## config.mk

```make
export PLATFORM = sky130hd
export DESIGN_NAME = qsam_sum
export DESIGN_NICKNAME = d
export VERILOG_FILES = /design/src/hw/rtl/qsam_pkg.sv /design/src/hw/rtl/qsam_sum.sv
export SDC_FILE = /design/constraint.sdc
export NUM_CORES = 1
export LEC_CHECK = 0
export ABC_AREA = 1
export BUFFER_PORTS_ARGS = -buffer_cell sky130_fd_sc_hd__buf_2
export CORE_AREA = 2 2 338 340
export CTS_BUF_LIST = sky130_fd_sc_hd__clkbuf_16
export DETAILED_ROUTE_END_ITERATION = 10
export DIE_AREA = 0 0 340 342
export PLACE_DENSITY = 0.62
export REMOVE_ABC_BUFFERS = 1
export SYNTH_ARGS = -nofsm -noshare
export SYNTH_HDL_FRONTEND = slang
export SYNTH_SLANG_ARGS = --single-unit
```

## constraint.sdc

```tcl
create_clock -name i_clk -period 32.9 [get_ports i_clk]
set_input_delay 4.935 -clock i_clk [delete_from_list [all_inputs] [get_ports i_clk]]
set_output_delay 4.935 -clock i_clk [all_outputs]
set_load 0.01 [all_outputs]
```

## src/hw/rtl/qsam_pkg.sv

```systemverilog
// Shared types, widths and helpers for the quaternion/scale to affine matrix pipeline.
// No dependencies; every pipeline stage and the top level import this package.
package qsam_pkg;

    localparam int QUAT_FRAC_BITS = 14;
    localparam int OUT_W          = 32;
    localparam int FRAC_SHIFT     = 2 * QUAT_FRAC_BITS - 8;

    localparam int Q_W     = 16;               // quaternion component
    localparam int SC_W    = 16;               // scale, Q8.8
    localparam int POS_W   = 32;               // position, Q16.16
    localparam int PROD_W  = 2 * Q_W;          // pairwise product
    localparam int SUM_W   = PROD_W + 1;       // sum of two products
    localparam int MUL_W   = SUM_W + SC_W + 1; // doubled product with the scale
    localparam int ACC_W   = MUL_W + 1;        // rounding headroom
    localparam int N_ENT   = 9;                // rotation/scale entries
    localparam int IN_DW   = 7 * Q_W + 3 * POS_W;
    localparam int OUT_DW  = 12 * OUT_W;

    // Entry order: c0_r0, c0_r1, c0_r2, c1_r0, c1_r1, c1_r2, c2_r0, c2_r1, c2_r2
    localparam int E_C0R0 = 0;
    localparam int E_C0R1 = 1;
    localparam int E_C0R2 = 2;
    localparam int E_C1R0 = 3;
    localparam int E_C1R1 = 4;
    localparam int E_C1R2 = 5;
    localparam int E_C2R0 = 6;
    localparam int E_C2R1 = 7;
    localparam int E_C2R2 = 8;

    typedef struct packed {
        logic signed [Q_W-1:0]   x;
        logic signed [Q_W-1:0]   y;
        logic signed [Q_W-1:0]   z;
        logic signed [Q_W-1:0]   w;
        logic signed [SC_W-1:0]  sx;
        logic signed [SC_W-1:0]  sy;
        logic signed [SC_W-1:0]  sz;
        logic signed [POS_W-1:0] px;
        logic signed [POS_W-1:0] py;
        logic signed [POS_W-1:0] pz;
    } t_in;

    typedef struct packed {
        logic signed [PROD_W-1:0] xx;
        logic signed [PROD_W-1:0] xy;
        logic signed [PROD_W-1:0] xz;
        logic signed [PROD_W-1:0] xw;
        logic signed [PROD_W-1:0] yy;
        logic signed [PROD_W-1:0] yz;
        logic signed [PROD_W-1:0] yw;
        logic signed [PROD_W-1:0] zz;
        logic signed [PROD_W-1:0] zw;
        logic signed [SC_W-1:0]   sx;
        logic signed [SC_W-1:0]   sy;
        logic signed [SC_W-1:0]   sz;
        logic signed [POS_W-1:0]  px;
        logic signed [POS_W-1:0]  py;
        logic signed [POS_W-1:0]  pz;
    } t_prod;

    typedef struct packed {
        logic [N_ENT-1:0][SUM_W-1:0] sum;  // diagonal entries hold the negated sum
        logic signed [SC_W-1:0]      sx;
        logic signed [SC_W-1:0]      sy;
        logic signed [SC_W-1:0]      sz;
        logic signed [POS_W-1:0]     px;
        logic signed [POS_W-1:0]     py;
        logic signed [POS_W-1:0]     pz;
    } t_sum;

    typedef struct packed {
        logic [N_ENT-1:0][MUL_W-1:0] mul;
        logic signed [SC_W-1:0]      sx;
        logic signed [SC_W-1:0]      sy;
        logic signed [SC_W-1:0]      sz;
        logic signed [POS_W-1:0]     px;
        logic signed [POS_W-1:0]     py;
        logic signed [POS_W-1:0]     pz;
    } t_mul;

    typedef struct packed {
        logic [N_ENT-1:0][OUT_W-1:0] ent;
        logic signed [OUT_W-1:0]     tx;
        logic signed [OUT_W-1:0]     ty;
        logic signed [OUT_W-1:0]     tz;
    } t_out;

    // Clamp to the signed OUT_W range.
    function automatic logic [OUT_W-1:0] sat_out(input logic signed [ACC_W-1:0] v);
        logic [ACC_W-OUT_W:0] top;
        logic [OUT_W-1:0]     res;
        top = v[ACC_W-1:OUT_W-1];
        if ((&top) || !(|top)) begin
            res = v[OUT_W-1:0];
        end else if (v[ACC_W-1]) begin
            res = {1'b1, {(OUT_W-1){1'b0}}};
        end else begin
            res = {1'b0, {(OUT_W-1){1'b1}}};
        end
        return res;
    endfunction

endpackage

```

## src/hw/rtl/qsam_sum.sv

```systemverilog
// Second stage: sums and differences of the products for each matrix entry.
// Depends on qsam_pkg.
module qsam_sum (
    input  logic            i_clk,
    input  logic            i_rst_n,
    input  logic            i_vld,
    output logic            o_rdy,
    input  qsam_pkg::t_prod i_data,
    output logic            o_vld,
    input  logic            i_rdy,
    output qsam_pkg::t_sum  o_data
);
    import qsam_pkg::*;

    logic r_vld;
    t_sum r_data;
    t_sum n_data;
    logic adv;

    logic signed [SUM_W-1:0] xx, xy, xz, xw, yy, yz, yw, zz, zw;

    assign adv    = !r_vld || i_rdy;
    assign o_rdy  = adv;
    assign o_vld  = r_vld;
    assign o_data = r_data;

    assign xx = SUM_W'(i_data.xx);
    assign xy = SUM_W'(i_data.xy);
    assign xz = SUM_W'(i_data.xz);
    assign xw = SUM_W'(i_data.xw);
    assign yy = SUM_W'(i_data.yy);
    assign yz = SUM_W'(i_data.yz);
    assign yw = SUM_W'(i_data.yw);
    assign zz = SUM_W'(i_data.zz);
    assign zw = SUM_W'(i_data.zw);

    always_comb begin
        // negate the diagonal sums here so the next stage only multiplies
        n_data.sum[E_C0R0] = -(yy + zz);
        n_data.sum[E_C0R1] = xy + zw;
        n_data.sum[E_C0R2] = xz - yw;
        n_data.sum[E_C1R0] = xy - zw;
        n_data.sum[E_C1R1] = -(xx + zz);
        n_data.sum[E_C1R2] = yz + xw;
        n_data.sum[E_C2R0] = xz + yw;
        n_data.sum[E_C2R1] = yz - xw;
        n_data.sum[E_C2R2] = -(xx + yy);
        n_data.sx = i_data.sx;
        n_data.sy = i_data.sy;
        n_data.sz = i_data.sz;
        n_data.px = i_data.px;
        n_data.py = i_data.py;
        n_data.pz = i_data.pz;
    end

    always_ff @(posedge i_clk) begin
        if (!i_rst_n) begin
            r_vld <= 1'b0;
        end else if (adv) begin
            r_vld <= i_vld;
        end
    end

    always_ff @(posedge i_clk) begin
        if (adv && i_vld) begin
            r_data <= n_data;
        end
    end

endmodule

```

==> run_results.csv <==
group,metric,value,unit
logic_synthesis,syn_area_per_cell,7.134,um^2
clock_tree,cts-resized-gates,0,
flow_run,drv.max_cap_violation_count,0,
die,placement_rows,124,
sta,slew_at_the_pin_with_the_worst_max_slew_slack,0.9608,ns
sta,finalWorstPathRequiredPeriod,10.38,ns
setup_path,critical_path_peak_fanout,2,
global_route,global_route_wire_length_before_repair,202100,um
detailed_routing,routed_via_density,4.636,
setup_path,slowest_delay,0.16,ns
outcome,run_status,"complete, no violations",
detailed_routing,initialDrtViolationCount,2672,
global_route,grt_max_degree,131,
global_route,grt_antenna_before_repair,7,
die,ioPinCount,879,
setup_path,worst-endpoint-required,27.96,ns
sta,maxClockFrequency,96.30,MHz
logic_synthesis,netlist_area,36890,um^2
place,dp.final_hpwl,118300,um
sta,finClkSkew,0.02052,ns
power,standby_leakage_power,25.08,nW
clock_tree,postCtsHoldBufs,0,
clock_tree,cts-root-buf,"sky130_fd_sc_hd__clkbuf_16",
setup_path,cp_common_cell,"sky130_fd_sc_hd__buf_2",
sta,finalSetupViolCount,0,
cells_and_area,flow.area_growth_from_synthesis,20.50,%
clock_tree,cts-buffers-inserted,56,
sta,setup-tns-final,0,ns
cells_and_area,final_cells,7586,
setup_path,worstPathArrival,5.45,ns
place,globalplace.congestion,1.084,
sta,headroom_to_the_max_slew_limit,0.3594,
setup_path,critical_path.startpoint_type,"input pin",
global_route,first_global_vias,33730,
detailed_routing,postRouteAntennaNets,0,
sta,grt_setup_unrepaired,"false",
die,initial_utilization,0.3262,
setup_path,critical-path-slowest-cell,"sky130_fd_sc_hd__inv_1",
logic_synthesis,yosysUniqueCellTypes,34,
clock_tree,tritoncts,"yes",
detailed_routing,route.vias.total,35170,
die,core_area,113100,um^2
place,place.detailed.instances,7478,
setup_path,path_class,"input pin to primary output",
logic_synthesis,synth_simple_gate_area_share,0.3004,
logic_synthesis,main_combinational_cell_family_by_area_after_synthesis,"simple AND/OR/NAND/NOR gates",
power,powerDensity,44.68,nW/um^2
logic_synthesis,synth.yosys.warnings,0,
clock_tree,clock_insertion_delay_worst_skew,0.67,ns
sta,fin_crit_sh,0.3156,
die,height_of_the_chip,342,um
detailed_routing,firstDrtPassIters,6,
die,floorplan.die_area,116300,um^2
sta,final_hold_violations,0,
logic_synthesis,post_synth_xor_area_fraction,0.03395,
detailed_routing,detail_route.drc_violations,0,
place,numPortBuffers,878,
logic_synthesis,synth-edff-count,438,
detailed_routing,finalWirelength,138300,um
power,design_power_total,1.986,mW
logic_synthesis,ys_ff_latch,439,
power,power.ir.vdd_worst,0.00004314,V
detailed_routing,detail_route.wl_per_cell,18.23,um
logic_synthesis,synth_adder_area_share,0.1341,
global_route,all_layer_gr_usage,0.2297,
logic_synthesis,synth-compound-area-share,0.03985,
logic_synthesis,synthFlopType,"sky130_fd_sc_hd__edfxtp_1",
clock_tree,clock_sinks,439,
setup_path,endpoint_kind,"primary output",
clock_tree,max-clock-path-buffers,3,
clock_tree,h-tree-depth,2,
die,fp.dieW,340,um
logic_synthesis,post_synth_inst_count,5171,
setup_path,cp_cell_sequence,"buf_2 > inv_1 > nand2_1 > buf_2",
clock_tree,path_clk_slew,0.06,ns
logic_synthesis,sequential_area_share_after_synthesis,0.3571,
cells_and_area,design.final.nets,6850,
clock_tree,postCtsSetupBuffers,0,
cells_and_area,drive_gt1_frac,0.1815,
global_route,global_route.overflow_total,0,
logic_synthesis,synth-async-reset-ratio,0,
sta,final_max_slew_viol_count,0,
hold_path,min-delay-path-class,"register to register",
logic_synthesis,post_synthesis_mux_area_share,0,
## cells by family after synthesis
group,Yosys count
AND/OR/NAND/NOR,2700
buffers and inverters,1230
flip-flops,439
adder cells (fa/ha/maj),390
AO/OA/AOI/OAI,269
XOR/XNOR,143
## critical path: cells and delay by family
kind / cells / cell delay [ns]
AND/OR/NAND/NOR: 1 / 0.11
buffers and inverters: 3 / 0.40
## state kept, by name (all words and copies together) (netlist names)
signal	cells
o_data	438
o_vld	1
## layout make-up
| class | count | area [um^2] |
|---|---|---|
| Clock buffer | 57 | 1426 |
| Fill cell | 11890 | 68650 |
| Sequential cell | 439 | 13170 |
| Timing Repair Buffer | 884 | 4452 |
| Tap cell | 1512 | 1892 |
| Antenna cell | 3 | 7.507 |
| Multi-Input combinational cell | 3502 | 18760 |
| Inverter | 1141 | 4283 |
| Clock inverter | 48 | 455.4 |
## where the power goes
part / internal [mW] / switching [mW] / total, mW
clock: 0.366 / 0.269 / 0.635
sequential: 0.703 / 0.0227 / 0.726
combinational: 0.201 / 0.425 / 0.626
## through the flow
stage          cell area [um^2]  utilization  setup WS (ns)  hold slack, ns
6_report                  44450       0.3930          22.52          0.6111
5_1_grt                   44450       0.3930          22.51          0.6292
4_1_cts                   44450       0.3930          22.55          0.6106
3_5_place_dp              42560       0.3763          22.55          0.5998
3_3_place_gp              42560       0.3763          22.55          0.5956
2_1_floorplan             36210            -          5.578          0.5953
## layer usage
layer / global-route usage / vias to the layer above / part of all wire
met5: 0 / - / 0.00030
met2: 0.3870 / 1335 / 0.46
li1: - / 17590 / -
met1: 0.2883 / 16020 / 0.42
met3: 0.04377 / 220 / 0.075
met4: 0.09357 / 6 / 0.043
## Yosys cell counts, types with 21 or more instances
cell | number | area, um^2
sky130_fd_sc_hd__a21oi_1 | 191 | 955.9
sky130_fd_sc_hd__buf_4 | 35 | 262.8
sky130_fd_sc_hd__buf_6 | 24 | 270.3
sky130_fd_sc_hd__edfxtp_1 | 438 | 13150
sky130_fd_sc_hd__ha_1 | 381 | 4767
sky130_fd_sc_hd__inv_1 | 1120 | 4204
sky130_fd_sc_hd__inv_2 | 21 | 78.83
sky130_fd_sc_hd__nand2_1 | 1871 | 7023
sky130_fd_sc_hd__nand3_1 | 234 | 1171
sky130_fd_sc_hd__nand4_1 | 42 | 262.8
sky130_fd_sc_hd__nor2_1 | 400 | 1501
sky130_fd_sc_hd__nor2_2 | 34 | 212.7
sky130_fd_sc_hd__nor3_1 | 26 | 130.1
sky130_fd_sc_hd__nor3_2 | 22 | 220.2
sky130_fd_sc_hd__o21ai_0 | 25 | 125.1
sky130_fd_sc_hd__o21bai_1 | 39 | 292.8
sky130_fd_sc_hd__xor2_1 | 131 | 1147
## cell usage in the layout (no fill, tap or decap), types with 57 or more instances in the layout
cell type and count:
sky130_fd_sc_hd__nand2_1 1871, sky130_fd_sc_hd__inv_1 1124, sky130_fd_sc_hd__buf_2 878, sky130_fd_sc_hd__edfxtp_1 438, sky130_fd_sc_hd__nor2_1 400, sky130_fd_sc_hd__ha_1 381, sky130_fd_sc_hd__nand3_1 234, sky130_fd_sc_hd__a21oi_1 190
sky130_fd_sc_hd__xor2_1 131, sky130_fd_sc_hd__clkbuf_16 57
## final timing paths
check,from,to,slack (ns),cells after the start
max,i_rdy,o_rdy,22.52,4
min,o_vld,o_vld,0.61,2
max reg2reg,o_vld,o_data[267],28.92,5
min reg2reg,o_vld,o_vld,0.61,2
Power figures use the tool's default switching activity.
