--- src/hw/rtl/qsam_pkg.sv ---
// Shared types, widths and helpers for the quaternion/scale to affine matrix pipeline.
// No dependencies; every pipeline stage and the top level import this package.
package qsam_pkg;

    localparam int QUAT_FRAC_BITS = 14;
    localparam int OUT_W          = 32;
    localparam int FRAC_SHIFT     = 2 * QUAT_FRAC_BITS - 8;

    localparam int Q_W     = 16;               // quaternion component
    localparam int SC_W    = 16;               // scale, Q8.8
    localparam int POS_W   = 32;               // position, Q16.16
    localparam int PROD_W  = 2 * Q_W;          // pairwise product
    localparam int SUM_W   = PROD_W + 1;       // sum of two products
    localparam int MUL_W   = SUM_W + SC_W + 1; // doubled product with the scale
    localparam int ACC_W   = MUL_W + 1;        // rounding headroom
    localparam int N_ENT   = 9;                // rotation/scale entries
    localparam int IN_DW   = 7 * Q_W + 3 * POS_W;
    localparam int OUT_DW  = 12 * OUT_W;

    // Entry order: c0_r0, c0_r1, c0_r2, c1_r0, c1_r1, c1_r2, c2_r0, c2_r1, c2_r2
    localparam int E_C0R0 = 0;
    localparam int E_C0R1 = 1;
    localparam int E_C0R2 = 2;
    localparam int E_C1R0 = 3;
    localparam int E_C1R1 = 4;
    localparam int E_C1R2 = 5;
    localparam int E_C2R0 = 6;
    localparam int E_C2R1 = 7;
    localparam int E_C2R2 = 8;

    typedef struct packed {
        logic signed [Q_W-1:0]   x;
        logic signed [Q_W-1:0]   y;
        logic signed [Q_W-1:0]   z;
        logic signed [Q_W-1:0]   w;
        logic signed [SC_W-1:0]  sx;
        logic signed [SC_W-1:0]  sy;
        logic signed [SC_W-1:0]  sz;
        logic signed [POS_W-1:0] px;
        logic signed [POS_W-1:0] py;
        logic signed [POS_W-1:0] pz;
    } t_in;

    typedef struct packed {
        logic signed [PROD_W-1:0] xx;
        logic signed [PROD_W-1:0] xy;
        logic signed [PROD_W-1:0] xz;
        logic signed [PROD_W-1:0] xw;
        logic signed [PROD_W-1:0] yy;
        logic signed [PROD_W-1:0] yz;
        logic signed [PROD_W-1:0] yw;
        logic signed [PROD_W-1:0] zz;
        logic signed [PROD_W-1:0] zw;
        logic signed [SC_W-1:0]   sx;
        logic signed [SC_W-1:0]   sy;
        logic signed [SC_W-1:0]   sz;
        logic signed [POS_W-1:0]  px;
        logic signed [POS_W-1:0]  py;
        logic signed [POS_W-1:0]  pz;
    } t_prod;

    typedef struct packed {
        logic [N_ENT-1:0][SUM_W-1:0] sum;  // diagonal entries hold the negated sum
        logic signed [SC_W-1:0]      sx;
        logic signed [SC_W-1:0]      sy;
        logic signed [SC_W-1:0]      sz;
        logic signed [POS_W-1:0]     px;
        logic signed [POS_W-1:0]     py;
        logic signed [POS_W-1:0]     pz;
    } t_sum;

    typedef struct packed {
        logic [N_ENT-1:0][MUL_W-1:0] mul;
        logic signed [SC_W-1:0]      sx;
        logic signed [SC_W-1:0]      sy;
        logic signed [SC_W-1:0]      sz;
        logic signed [POS_W-1:0]     px;
        logic signed [POS_W-1:0]     py;
        logic signed [POS_W-1:0]     pz;
    } t_mul;

    typedef struct packed {
        logic [N_ENT-1:0][OUT_W-1:0] ent;
        logic signed [OUT_W-1:0]     tx;
        logic signed [OUT_W-1:0]     ty;
        logic signed [OUT_W-1:0]     tz;
    } t_out;

    // Clamp to the signed OUT_W range.
    function automatic logic [OUT_W-1:0] sat_out(input logic signed [ACC_W-1:0] v);
        logic [ACC_W-OUT_W:0] top;
        logic [OUT_W-1:0]     res;
        top = v[ACC_W-1:OUT_W-1];
        if ((&top) || !(|top)) begin
            res = v[OUT_W-1:0];
        end else if (v[ACC_W-1]) begin
            res = {1'b1, {(OUT_W-1){1'b0}}};
        end else begin
            res = {1'b0, {(OUT_W-1){1'b1}}};
        end
        return res;
    endfunction

endpackage

--- src/hw/rtl/qsam_round.sv ---
// Last stage: round half up to Q16.16, add the column's scale on the diagonal, saturate; output register.
// Depends on qsam_pkg.
module qsam_round (
    input  logic           i_clk,
    input  logic           i_rst_n,
    input  logic           i_vld,
    output logic           o_rdy,
    input  qsam_pkg::t_mul i_data,
    output logic           o_vld,
    input  logic           i_rdy,
    output qsam_pkg::t_out o_data
);
    import qsam_pkg::*;

    logic r_vld;
    t_out r_data;
    t_out n_data;
    logic adv;

    assign adv    = !r_vld || i_rdy;
    assign o_rdy  = adv;
    assign o_vld  = r_vld;
    assign o_data = r_data;

    for (genvar g = 0; g < N_ENT; g++) begin : g_ent
        localparam int  Col  = g / 3;
        localparam bit  Diag = (g % 4) == 0;
        logic signed [SC_W-1:0]  sc;
        logic signed [ACC_W-1:0] rnd;
        logic signed [ACC_W-1:0] one;
        logic signed [ACC_W-1:0] acc;

        assign sc  = (Col == 0) ? i_data.sx : ((Col == 1) ? i_data.sy : i_data.sz);
        // floor shift after adding half an LSB
        assign rnd = (ACC_W'($signed(i_data.mul[g])) + (ACC_W'(1) <<< (FRAC_SHIFT - 1)))
                     >>> FRAC_SHIFT;
        assign one = Diag ? (ACC_W'(sc) <<< 8) : '0;
        assign acc = rnd + one;
        assign n_data.ent[g] = sat_out(acc);
    end

    assign n_data.tx = sat_out(ACC_W'(i_data.px));
    assign n_data.ty = sat_out(ACC_W'(i_data.py));
    assign n_data.tz = sat_out(ACC_W'(i_data.pz));

    always_ff @(posedge i_clk) begin
        if (!i_rst_n) begin
            r_vld <= 1'b0;
        end else if (adv) begin
            r_vld <= i_vld;
        end
    end

    always_ff @(posedge i_clk) begin
        if (adv && i_vld) begin
            r_data <= n_data;
        end
    end

endmodule
--- config.mk ---
export PLATFORM = sky130hd
export DESIGN_NAME = qsam_round
export DESIGN_NICKNAME = d
export VERILOG_FILES = /design/src/hw/rtl/qsam_pkg.sv /design/src/hw/rtl/qsam_round.sv
export SDC_FILE = /design/constraint.sdc
export NUM_CORES = 1
export LEC_CHECK = 0
export BUFFER_PORTS_ARGS = -buffer_cell sky130_fd_sc_hd__buf_2
export CAP_MARGIN = 25
export CORE_AREA = 3 3 386 388
export CTS_CLUSTER_DIAMETER = 50
export CTS_CLUSTER_SIZE = 40
export DETAILED_ROUTE_END_ITERATION = 10
export DIE_AREA = 0 0 389 391
export PLACE_DENSITY_LB_ADDON = 0.12
export SYNTH_ARGS = -nofsm -noshare
export SYNTH_HDL_FRONTEND = slang
export SYNTH_SLANG_ARGS = --single-unit
--- constraint.sdc ---
create_clock -name i_clk -period 15.6 [get_ports i_clk]
set_input_delay 3.12 -clock i_clk [delete_from_list [all_inputs] [get_ports i_clk]]
set_output_delay 3.12 -clock i_clk [all_outputs]
set_load 0.1 [all_outputs]
==> results by group, run 1 <==
Yosys
  – Yosys cell types: 61
  – Post-synthesis instance total: 1557
  – Synth Area in Compound Gates: 0.0626
  – Asr flop ratio synth: 0
  – Post-synthesis sequential area ratio: 0.587
  – Area share of and/or/nand/nor cells after synthesis: 0.139
  – Main combinational cell family by area after synthesis: XOR/XNOR gates
  – Cell area after synthesis: 19400 um2
  – Xor/xnor share of the synthesized area: 0.144
  – Fraction of the mapped netlist area in adder cells: 0.0535
  – Synth Warn #: 0
  – Mux share of post-synthesis cell area: 0.00103
  – Syn Nets: 2236
  – Synthesized area per cell: 12.4 um2
  – Number of synthesized flops with an enable pin: 378
  – Most used DFF post-synth: edfxtp_1
  – Synthesized flop and latch total: 379

Critical path
  – Worst Setup SP: i_rdy
  – CP required: 12.48 ns
  – Worst setup SP type: primary input
  – Reg-to-reg endpoint: o_data[277]$_DFFE_PP_
  – Reg-to-reg startpoint: o_vld$_SDFFE_PN0N_
  – Reg2Reg Depth: 5
  – Critical path capture point type: primary output
  – Slack of the worst reg-to-reg path: 12.46 ns
  – Critical Path AT: 3.75 ns
  – CP endpoint: o_rdy
  – CP max FO: 3
  – Crit Path Class: primary input to primary output

Global routing
  – Initial antenna violation count: 50
  – GRT Util Overall: 0.109
  – Largest net degree at the start of global routing: 135
  – Vias in the first global route: 16600
  – GRT overflow: 0
  – First-pass GRT wire length: 120 mm

Clock tree
  – Setup bufs post-CTS: 0
  – Clk Latency, worst-skew pair: 0.67 ns
  – Max Root-Sink Buffers: 3
  – CTS tree: built
  – Clk sinks: 379
  – CTS Hold Bufs: 0
  – Num CTS Buffers: 86
  – H-tree depth: 3
  – Cts repair resizes: 0
  – Root Driver: clkbuf_16
  – Reg clk slew, reported paths: 0.05 ns

Outcome
  – Status: finished clean

Placement
  – Gp weighted congestion: 0.814
  – Port Buffer Count: 812
  – Post-DP HPWL: 70.6 mm

Routing
  – Residual DRC count: 0
  – DRT Wirelength: 86.8 mm
  – DRT Pass-1 Iters: 5
  – Routed via count: 16200
  – Routed WL per cell: 19.5 um
  – Vias per cell: 3.64
  – DRT antenna net count: 0
  – DRT iter0 DRCs: 786

Flow run
  – Max_cap viols: 0

Layout
  – Multi-input gate area: 7750 um2
  – Final Util: 0.198
  – Most common cell after layout, fill and taps aside: buf_2
  – Area delta synth->final: 49.4%
  – Fillers: 16000
  – Nets@finish: 3120
  – Share of cells above drive strength 1: 0.394
  – Commonest cells after routing, fill and taps aside: 812 x buf_2, 378 x edfxtp_1, 216 x xnor2_1
  – Register Area: 11400 um2

Floorplan
  – Initial Util: 0.133
  – Die Width: 389 um
  – FP Rows: 140
  – Die area: 152000 um2
  – # IOs: 984
  – Core Area: 146000 um2
  – Die height: 391 um

Timing
  – Fmax: 146 MHz
  – Rel. slew slack: 0.0840
  – Endpoints failing hold: 0
  – Final hold slack: 0.551 ns
  – Final setup viols: 0
  – Worst-margin pin slew: 1.37 ns
  – Skew final: 0.0429 ns
  – Tmin final: 6.87 ns
  – Crit share post-route: 0.441
  – RSZ-0062 raised after global routing: false
  – Slew Viols, Final: 0
  – Setup TNS: 0 ns

Power and ir drop
  – Sw frac: 0.358
  – Switching power: 1.48 mW
  – Comb pwr share: 0.229
  – Int Pwr: 2.66 mW
  – Sequential power share: 0.301
  – Clock group share of total power: 0.470
  – Cell area power density: 143 nW/um2
  – Pwr Total: 4.14 mW
  – Worst vdd ir: 0.0823 mV
  – P_leak: 11.6 nW

Hold path
  – Hold WC Path Type: flop to flop
==> cells by family after synthesis <==
| family | Yosys count |
|---|---|
| adder cells (fa/ha/maj) | 81 |
| flip-flops | 379 |
| XOR/XNOR | 318 |
| multiplexers | 2 |
| AND/OR/NAND/NOR | 541 |
| buffers and inverters | 57 |
| AO/OA/AOI/OAI | 179 |
==> flip-flops by register name (all words and copies together), names as in the netlist <==
signal / count
o_data: 378
o_vld: 1
==> metal layers <==
layer / track usage / part of all wire / wire length (um) / up-vias
met4: 0.0452 / 0.032 / 2800 / 30
met1: 0.128 / 0.41 / 35600 / 7726
met5: 0 / 0.0023 / 197 / -
met3: 0.0504 / 0.10 / 8880 / 169
li1: - / - / - / 7583
met2: 0.172 / 0.45 / 39300 / 694
==> cell usage after synthesis, types with 3 or more instances <==
cell / n / area (um2)
and2_1: 12 / 75.1
nand3_1: 120 / 601
a31oi_1: 9 / 56.3
a21oi_1: 46 / 230
or2_2: 4 / 25.0
buf_2: 4 / 20.0
edfxtp_1: 378 / 11400
and4_1: 21 / 184
nand4_1: 42 / 263
nand2b_1: 5 / 31.3
and3_1: 59 / 369
xor2_1: 102 / 893
nand2_1: 139 / 522
a21boi_0: 7 / 52.6
a211oi_1: 9 / 67.6
nor2_1: 103 / 387
o21bai_1: 8 / 60.1
o21a_1: 11 / 82.6
or3_1: 3 / 18.8
nor2b_1: 7 / 43.8
nor3_1: 11 / 55.1
clkbuf_1: 12 / 45.0
xnor2_1: 216 / 1890
a21o_1: 24 / 180
nor4_1: 5 / 31.3
o21ai_0: 27 / 135
buf_4: 6 / 45.0
ha_1: 78 / 976
fa_1: 3 / 60.1
a21o_2: 3 / 26.3
o211ai_1: 8 / 60.1
inv_1: 35 / 131
==> how the worst min path moves through the flow <==
stage | start | endpoint | slack [ns] | depth (start not counted)
after global routing | o_vld$_SDFFE_PN0N_ | o_vld$_SDFFE_PN0N_ | 0.59 | 2
final | o_vld$_SDFFE_PN0N_ | o_vld$_SDFFE_PN0N_ | 0.55 | 2
after CTS | o_vld$_SDFFE_PN0N_ | o_vld$_SDFFE_PN0N_ | 0.55 | 2
after detailed placement | o_vld$_SDFFE_PN0N_ | o_vld$_SDFFE_PN0N_ | 0.54 | 2
after global placement | o_vld$_SDFFE_PN0N_ | o_vld$_SDFFE_PN0N_ | 0.51 | 2
after floorplan | o_vld$_SDFFE_PN0N_ | o_vld$_SDFFE_PN0N_ | 1.78 | 2
==> metrics by stage <==
stage          std cells  area, um2  setup WS, ns
6_report            4446      28900          8.73
5_1_grt             4436      28900          8.61
4_1_cts             4428      28900          8.73
3_5_place_dp        4269      25800          8.19
3_3_place_gp        4268      25800          8.28
2_1_floorplan       1557      19400          2.27
==> power groups by stage <==
stage	combinational [mW]	sequential, mW	clock [mW]
floorplan	0.183	1.81	0
global placement	0.957	1.27	0
detailed placement	0.957	1.27	0
CTS	0.959	1.25	2.04
global route	0.995	1.25	2.09
finish	0.947	1.25	1.95
==> worst max-delay path, stage by stage <==
cell	delay, ns
buf_2	0.07
nand2b_1	0.12
buf_2	0.44
==> layout make-up <==
class	instances	share of cell area
clock inverter	69	0.0318
tap	1917	0.0829
antenna	17	0.00147
inverter	35	0.00454
sequential	379	0.393
timing repair buffer	818	0.143
multi-input combinational	1121	0.268
clock buffer	90	0.0749
Note: power is estimated with default switching activity, not from simulation.
==> inputs of run 2 (changes only) <==
--- a/config.mk
+++ b/config.mk
@@ -5,13 +5,14 @@
 export SDC_FILE = /design/constraint.sdc
 export NUM_CORES = 1
 export LEC_CHECK = 0
+export ABC_AREA = 1
 export BUFFER_PORTS_ARGS = -buffer_cell sky130_fd_sc_hd__buf_2
 export CAP_MARGIN = 25
-export CORE_AREA = 3 3 386 388
+export CORE_AREA = 3 3 385 387
 export CTS_CLUSTER_DIAMETER = 50
 export CTS_CLUSTER_SIZE = 40
 export DETAILED_ROUTE_END_ITERATION = 10
-export DIE_AREA = 0 0 389 391
+export DIE_AREA = 0 0 388 390
 export PLACE_DENSITY_LB_ADDON = 0.12
 export SYNTH_ARGS = -nofsm -noshare
 export SYNTH_HDL_FRONTEND = slang
==> constraint.sdc (replaced) <==
create_clock -name i_clk -period 5.6 [get_ports i_clk]
set_input_delay 1.12 -clock i_clk [delete_from_list [all_inputs] [get_ports i_clk]]
set_output_delay 1.12 -clock i_clk [all_outputs]
set_load 0.1 [all_outputs]
==> run 2 against run 1 <==
  * Synthesized cell count rose by 88%
  * First-iteration DRC count rose by 39%
  * Largest cell class unchanged
  * Critical path type is now primary input to flop
  * Flip-flop and latch count unchanged
  * Critical endpoint is now o_data[378]$_DFFE_PP_
  * Area after synthesis increased by 23%
  * Critical path depth grew 14
  * Via count increased by 38%
  * Cell count grew 31%
  * Utilization rose by 3.1 points
  * Clock skew fell by 0.015 ns
  * Clock power increased to 2.7 times the previous value
  * Power rose to 2.8 times the previous value
  * Routed wire length rose by 31%
==> results by group, run 2 <==
Yosys
  – Most frequent cell after synthesis: nand2_1
  – Number of synthesized flops with an enable pin: 378 (unchanged)
  – Synth Warn #: 0 (unchanged)
  – Commonest cells in the netlist: 974 x nand2_1, 455 x inv_1, 378 x edfxtp_1, 324 x nor2_1, 172 x xor2_1
  – Most used DFF post-synth: edfxtp_1
  – Largest area contributor in the netlist: edfxtp_1
  – Post-synthesis instance total: 2933 (+88%)
  – Asr flop ratio synth: 0 (unchanged)
  – Yosys cell types: 35 (-43%)
  – Synthesized flop and latch total: 379 (unchanged)
  – Post-synthesis sequential area ratio: 0.476 (-0.111)
  – Synth area leaders: edfxtp_1 48%, nand2_1 15%, inv_1 7.1%
  – Synthesized area per cell: 8.14 um2 (-35%)
  – Syn Nets: 3612 (+62%)
  – Cell area after synthesis: 23900 um2 (+23%)
  – Yosys top cell area share: 0.475 (-0.111)

Timing
  – Fmax: 280 MHz
  – Final hold slack: 0.547 ns (-0.00494 ns)
  – Final setup viols: 0 (unchanged)
  – Rel. slew slack: 0.330 (+0.246)
  – Endpoints failing hold: 0 (unchanged)
  – Skew final: 0.0278 ns (-0.0150 ns)
  – Crit share post-route: 0.638
  – Worst-margin pin slew: 1.00 ns (-0.370 ns)
  – Tmin final: 3.57 ns
  – Slew Viols, Final: 0 (unchanged)
  – RSZ-0062 raised after global routing: false
  – Setup TNS: 0 ns (unchanged)

Critical path
  – CP required: 6.00 ns (-6.48 ns)
  – Critical path capture point type: flop
  – CP max FO: 5 (+2)
  – Critical Path AT: 3.97 ns (+0.22 ns)
  – Worst setup SP type: primary input
  – Crit Path Class: primary input to flop

Power and ir drop
  – Int Pwr: 7.33 mW (+180%)
  – P_leak: 15.3 nW (+33%)
  – Sequential power share: 0.299 (-0.002)
  – Worst vdd ir: 0.211 mV (+160%)
  – Pwr Total: 11.6 mW (+180%)
  – Comb pwr share: 0.253 (+0.024)
  – Sw frac: 0.367 (+0.00917)
  – Switching power: 4.25 mW (+190%)
  – Clock group share of total power: 0.448 (-0.022)
  – Cell area power density: 347 nW/um2 (+140%)

Flow run
  – Max_cap viols: 0 (unchanged)

Clock tree
  – Max Root-Sink Buffers: 3 (unchanged)
  – Clk Latency, worst-skew pair: 0.67 ns (about the same)
  – Setup bufs post-CTS: 0 (unchanged)
  – Clk sinks: 379 (unchanged)
  – CTS Hold Bufs: 0 (unchanged)
  – CTS tree: built
  – Root Driver: clkbuf_16
  – Num CTS Buffers: 79 (-8.1%)
  – Reg clk slew, reported paths: 0.05 ns (about the same)
  – Cts repair resizes: 0 (unchanged)
  – H-tree depth: 3 (unchanged)

Hold path
  – Hold WC Path Type: flop to flop

Routing
  – Routed WL per cell: 19.5 um (about the same)
  – DRT iter0 DRCs: 1091 (+39%)
  – Routed via count: 22400 (+38%)
  – Vias per cell: 3.85 (+5.7%)
  – DRT antenna net count: 0 (unchanged)
  – DRT Wirelength: 113 mm (+31%)
  – DRT Pass-1 Iters: 7 (+2)
  – Residual DRC count: 0 (unchanged)

Global routing
  – Vias in the first global route: 22700 (+37%)
  – GRT overflow: 0 (unchanged)
  – GRT Util Overall: 0.146 (+0.0370)
  – Initial antenna violation count: 33 (-34%)
  – First-pass GRT wire length: 161 mm (+34%)
  – Largest net degree at the start of global routing: 137 (+1.5%)

Floorplan
  – Die area: 151000 um2 (-0.51%)
  – # IOs: 984 (unchanged)
  – Initial Util: 0.164 (+0.0317)
  – Die Width: 388 um (-0.26%)
  – FP Rows: 140 (unchanged)
  – Core Area: 145000 um2 (-0.36%)
  – Die height: 390 um (-0.26%)

Layout
  – Final cell count without fillers: 5819 (+31%)
  – Area delta synth->final: 39.6%
  – Commonest cells after routing, fill and taps aside: 974 x nand2_1, 812 x buf_2, 453 x inv_1
  – Share of cells above drive strength 1: 0.258 (-0.135)
  – Fillers: 16300 (+2.0%)
  – Register Area: 11400 um2 (unchanged)
  – Multi-input gate area: 10800 um2 (+39%)
  – Most common cell after layout, fill and taps aside: nand2_1
  – Max FFs per register: 378 (unchanged)
  – Nets@finish: 4508 (+44%)

Placement
  – Post-Place Cells: 5665 (+33%)
  – Port Buffer Count: 812 (unchanged)
  – Gp weighted congestion: 0.865 (+6.3%)
  – Post-DP HPWL: 96.8 mm (+37%)

Outcome
  – Status: finished clean
## run 2: cell types whose count changed after synthesis, sizes merged, moves of 22 or more
cell	previous run	this run
and3	59	4
xor2	102	172
nand4	42	68
nand3	120	155
a21o	27	2
nand2	139	981
xnor2	216	76
nor2	103	350
o21ai	29	7
inv	35	460
nor3	12	109
## run 2: worst paths after layout
check	start	endpoint	slack (ns)	depth (start not counted)
worst min register to register	o_vld$_SDFFE_PN0N_	o_vld$_SDFFE_PN0N_	0.55	2
worst min-delay path	o_vld$_SDFFE_PN0N_	o_vld$_SDFFE_PN0N_	0.55	2
worst max-delay path	i_data[563]	o_data[378]$_DFFE_PP_	2.03	17
worst max register to register	o_vld$_SDFFE_PN0N_	o_data[270]$_DFFE_PP_	3.59	2
## run 2: through the flow
step                setup slack (ns)   util  cell area, um2
finish                          2.03  0.230           33300
global route                    1.79  0.230           33300
CTS                             2.07  0.229           33300
detailed placement              1.34  0.210           30400
global placement                1.33  0.210           30400
floorplan                      -2.16      -           23900
## run 2: critical path, cell delays in order
cell and delay, ns:
buf_2 0.12, ha_1 0.29, nand3_2 0.21, nor2_4 0.19, nand4_1 0.17, nor2_2 0.18, nand2_1 0.07, nand2_1 0.06
nand2_1 0.05, ha_1 0.36, nand2_1 0.13, nor2_1 0.39, nand3_1 0.13, nand3_1 0.20, nand2_1 0.13, nand3_1 0.09
nand2_1 0.06
## run 2: layout make-up
cell class | instances | area share
Sequential cell | 379 | 0.341
Multi-Input combinational cell | 2088 | 0.323
Timing Repair Buffer | 821 | 0.125
Tap cell | 1917 | 0.0719
Clock buffer | 88 | 0.0603
Inverter | 460 | 0.0520
Clock inverter | 57 | 0.0262
Antenna cell | 9 | 0.000675
## run 2: logic make-up after synthesis
group / synth area share
xor gates and xnor gates: 0.0909
and+or+nand+nor: 0.303
AOI/OAI and AO/OA: 0.0122
buffers and inverters: 0.0742
DFF: 0.476
adders and majority gates: 0.0434
## run 2: power groups by stage
| stage | clock network (mW) | registers [mW] | logic [mW] |
|---|---|---|---|
| finish | 5.19 | 3.46 | 2.93 |
| global route | 5.52 | 3.48 | 3.12 |
| CTS | 5.40 | 3.46 | 2.97 |
| detailed placement | 0 | 3.51 | 2.96 |
| global placement | 0 | 3.51 | 2.98 |
| floorplan | 0 | 4.98 | 0.678 |
## run 2: metal layers
layer | track usage | wire (um) | vias to the layer above
met5 | 0 | 108 | -
met4 | 0.0394 | 2310 | 18
met3 | 0.0408 | 7860 | 152
met2 | 0.235 | 51100 | 699
met1 | 0.192 | 52100 | 10300
li1 | - | - | 11300
==> inputs of run 3 (changes only) <==
--- a/config.mk
+++ b/config.mk
@@ -5,14 +5,14 @@
 export SDC_FILE = /design/constraint.sdc
 export NUM_CORES = 1
 export LEC_CHECK = 0
-export ABC_AREA = 1
+export ABC_AREA = 0
 export BUFFER_PORTS_ARGS = -buffer_cell sky130_fd_sc_hd__buf_2
 export CAP_MARGIN = 25
-export CORE_AREA = 3 3 385 387
+export CORE_AREA = 3 3 386 388
 export CTS_CLUSTER_DIAMETER = 50
 export CTS_CLUSTER_SIZE = 40
 export DETAILED_ROUTE_END_ITERATION = 10
-export DIE_AREA = 0 0 388 390
+export DIE_AREA = 0 0 389 391
 export PLACE_DENSITY_LB_ADDON = 0.12
 export SYNTH_ARGS = -nofsm -noshare
 export SYNTH_HDL_FRONTEND = slang
==> constraint.sdc (replaced) <==
create_clock -name i_clk -period 3.5 [get_ports i_clk]
set_input_delay 0.7 -clock i_clk [delete_from_list [all_inputs] [get_ports i_clk]]
set_output_delay 0.7 -clock i_clk [all_outputs]
set_load 0.1 [all_outputs]
==> run 3 against run 2 <==
  * Clock power rose by 63%
  * Hold slack worse by 0.34 ns
  * Clock skew rose by 0.0038 ns
  * Highest routed layer unchanged
==> results by group, run 3 (synthesized netlist as in run 1, its figures left out) <==
Critical path
  – Reg2Reg Depth: 3 (+1)
  – Critical path capture point type: flop
  – Worst setup SP type: primary input
  – Slack of the worst reg-to-reg path: 1.77 ns (-1.82 ns)
  – CP max FO: 3 (-2)
  – Reg-to-reg startpoint: o_vld$_SDFFE_PN0N_
  – Critical Path AT: 3.77 ns (-0.20 ns)
  – CP required: 3.89 ns (-2.11 ns)
  – Worst Setup SP: i_data[375]
  – Crit Path Class: primary input to flop
  – Reg-to-reg endpoint: o_data[378]$_DFFE_PP_
  – CP endpoint: o_data[249]$_DFFE_PP_

Timing
  – Final setup margin: 0.113 ns (-1.92 ns)
  – Skew final: 0.0316 ns (+0.00383 ns)
  – Tmin final: 3.39 ns
  – Slew Viols, Final: 0 (unchanged)
  – Endpoints failing hold: 0 (unchanged)
  – Fmax: 295 MHz
  – Rel. slew slack: 0.583 (+0.252)
  – Final setup viols: 0 (unchanged)
  – Crit share post-route: 0.968
  – Worst-margin pin slew: 0.630 ns (-0.374 ns)

Floorplan
  – Die height: 391 um (+0.26%)
  – FP Rows: 140 (unchanged)
  – # IOs: 984 (unchanged)
  – Initial Util: 0.133 (-0.0317)
  – Core Area: 146000 um2 (+0.36%)
  – Die area: 152000 um2 (+0.51%)
  – Die Width: 389 um (+0.26%)

Routing
  – Vias per cell: 3.60 (-6.5%)
  – Routed WL per cell: 19.0 um (-2.7%)
  – Residual DRC count: 0 (unchanged)
  – DRT Pass-1 Iters: 4 (-3)
  – DRT iter0 DRCs: 717 (-34%)
  – DRT antenna net count: 0 (unchanged)
  – Routed via count: 17000 (-24%)
  – DRT Wirelength: 89.4 mm (-21%)

Clock tree
  – Num CTS Buffers: 81 (+2.5%)
  – Max Root-Sink Buffers: 3 (unchanged)
  – CTS Hold Bufs: 0 (unchanged)
  – Clk Latency, worst-skew pair: 0.67 ns (about the same)
  – CTS tree: built
  – H-tree depth: 3 (unchanged)
  – Root Driver: clkbuf_16
  – Clk sinks: 379 (unchanged)
  – Reg clk slew, reported paths: 0.06 ns (about the same)

Layout
  – Area delta synth->final: 61.2%
  – Nets@finish: 3401 (-25%)
  – Share of cells above drive strength 1: 0.468 (+0.209)
  – Final instance area: 31200 um2 (-6.4%)
  – Commonest cells after routing, fill and taps aside: 810 x buf_2, 378 x edfxtp_1, 284 x buf_4
  – Most common cell after layout, fill and taps aside: buf_2
  – Max FFs per register: 378 (unchanged)
  – Final Util: 0.214 (-0.0155)

Global routing
  – GRT overflow: 0 (unchanged)
  – First-pass GRT wire length: 125 mm (-22%)
  – Initial antenna violation count: 43 (+30%)
  – Vias in the first global route: 17800 (-22%)
  – Largest net degree at the start of global routing: 78 (-43%)
  – GRT Util Overall: 0.113 (-0.0331)

Placement
  – Gp weighted congestion: 0.859 (-0.66%)
  – Area after DPL: 28100 um2 (-7.7%)
  – Post-DP HPWL: 74.7 mm (-23%)
  – DP Worst Slack: -0.772 ns (-2.11 ns)
  – Port Buffer Count: 812 (unchanged)

Power and ir drop
  – Cell area power density: 595 nW/um2 (+71%)
  – P_leak: 13.0 nW (-15%)
  – Pwr Total: 18.6 mW (+60%)
  – Worst vdd ir: 0.370 mV (+76%)

Outcome
  – Status: finished clean

Flow run
  – Max_cap viols: 0 (unchanged)

Hold path
  – Hold WC Path Type: primary input to flop
[run 3: cell types whose count changed in the layout (fill, tap and decap cells not counted), sizes merged, moves of 25 or more]
cell   previous run  this run
nor3            109        12
nor2            350       103
xor2            172       102
nand4            68        42
nand2           981       139
a21o              2        27
and3              4        59
xnor2            76       216
nand3           155       120
buf             821      1104
inv             472        50
[run 3: worst min-delay path by stage]
stage | start | end | cells after the start
6_report | i_data[92] | o_data[92]$_DFFE_PP_ | 1
5_1_grt | i_data[92] | o_data[92]$_DFFE_PP_ | 1
4_1_cts | i_data[92] | o_data[92]$_DFFE_PP_ | 1
3_5_place_dp | o_vld$_SDFFE_PN0N_ | o_vld$_SDFFE_PN0N_ | 2
3_3_place_gp | o_vld$_SDFFE_PN0N_ | o_vld$_SDFFE_PN0N_ | 2
2_1_floorplan | i_data[0] | o_data[0]$_DFFE_PP_ | 0
[run 3: per-layer routing]
| metal | routed length, um | GRT usage |
|---|---|---|
| met5 | 181 | 0 |
| met4 | 2320 | 0.0324 |
| met3 | 7770 | 0.0460 |
| met2 | 41600 | 0.186 |
| met1 | 37600 | 0.136 |
[run 3: where the power goes]
group	leakage [nW]	switching, mW	internal, mW
registers	3.67	0.113	5.44
clock network	1.42	2.86	5.58
logic	7.92	3.51	1.06
[run 3: critical path: stages]
cell and delay [ns]:
buf_2 0.09, and4_1 0.22, and3_4 0.19, and4_1 0.20, and2_1 0.33, and3_4 0.25
nand2_1 0.06, xnor2_1 0.13, ha_1 0.33, nand2_1 0.05, o21ai_0 0.42, a31oi_2 0.08
buf_4 0.16, o211ai_1 0.13, or3b_1 0.42
[run 3: per-stage QoR]
stage	setup TNS [ns]	std cells	hold slack, ns
4_1_cts	0	4704	0.0983
6_report	0	4714	0.202
3_5_place_dp	-20.78	4555	0.500
5_1_grt	-0.0180	4707	0.121
3_3_place_gp	-21.26	4555	0.497
2_1_floorplan	-249.49	1557	0.799
[run 3: area by class of cell]
type | instances | area [um2]
Inverter | 35 | 131
Clock inverter | 62 | 902
Antenna cell | 9 | 22.5
Fill cell | 16000 | 115000
Multi-Input combinational cell | 1121 | 7970
Tap cell | 1917 | 2400
Timing Repair Buffer | 1104 | 6360
Clock buffer | 87 | 2060
Sequential cell | 379 | 11400
[run 3: repair_timing]
item,in CTS,in global routing
setup endpoints to repair,2,12
setup buffers,0,2
pin swaps,0,16
resized for setup,1,28
gates cloned,0,0
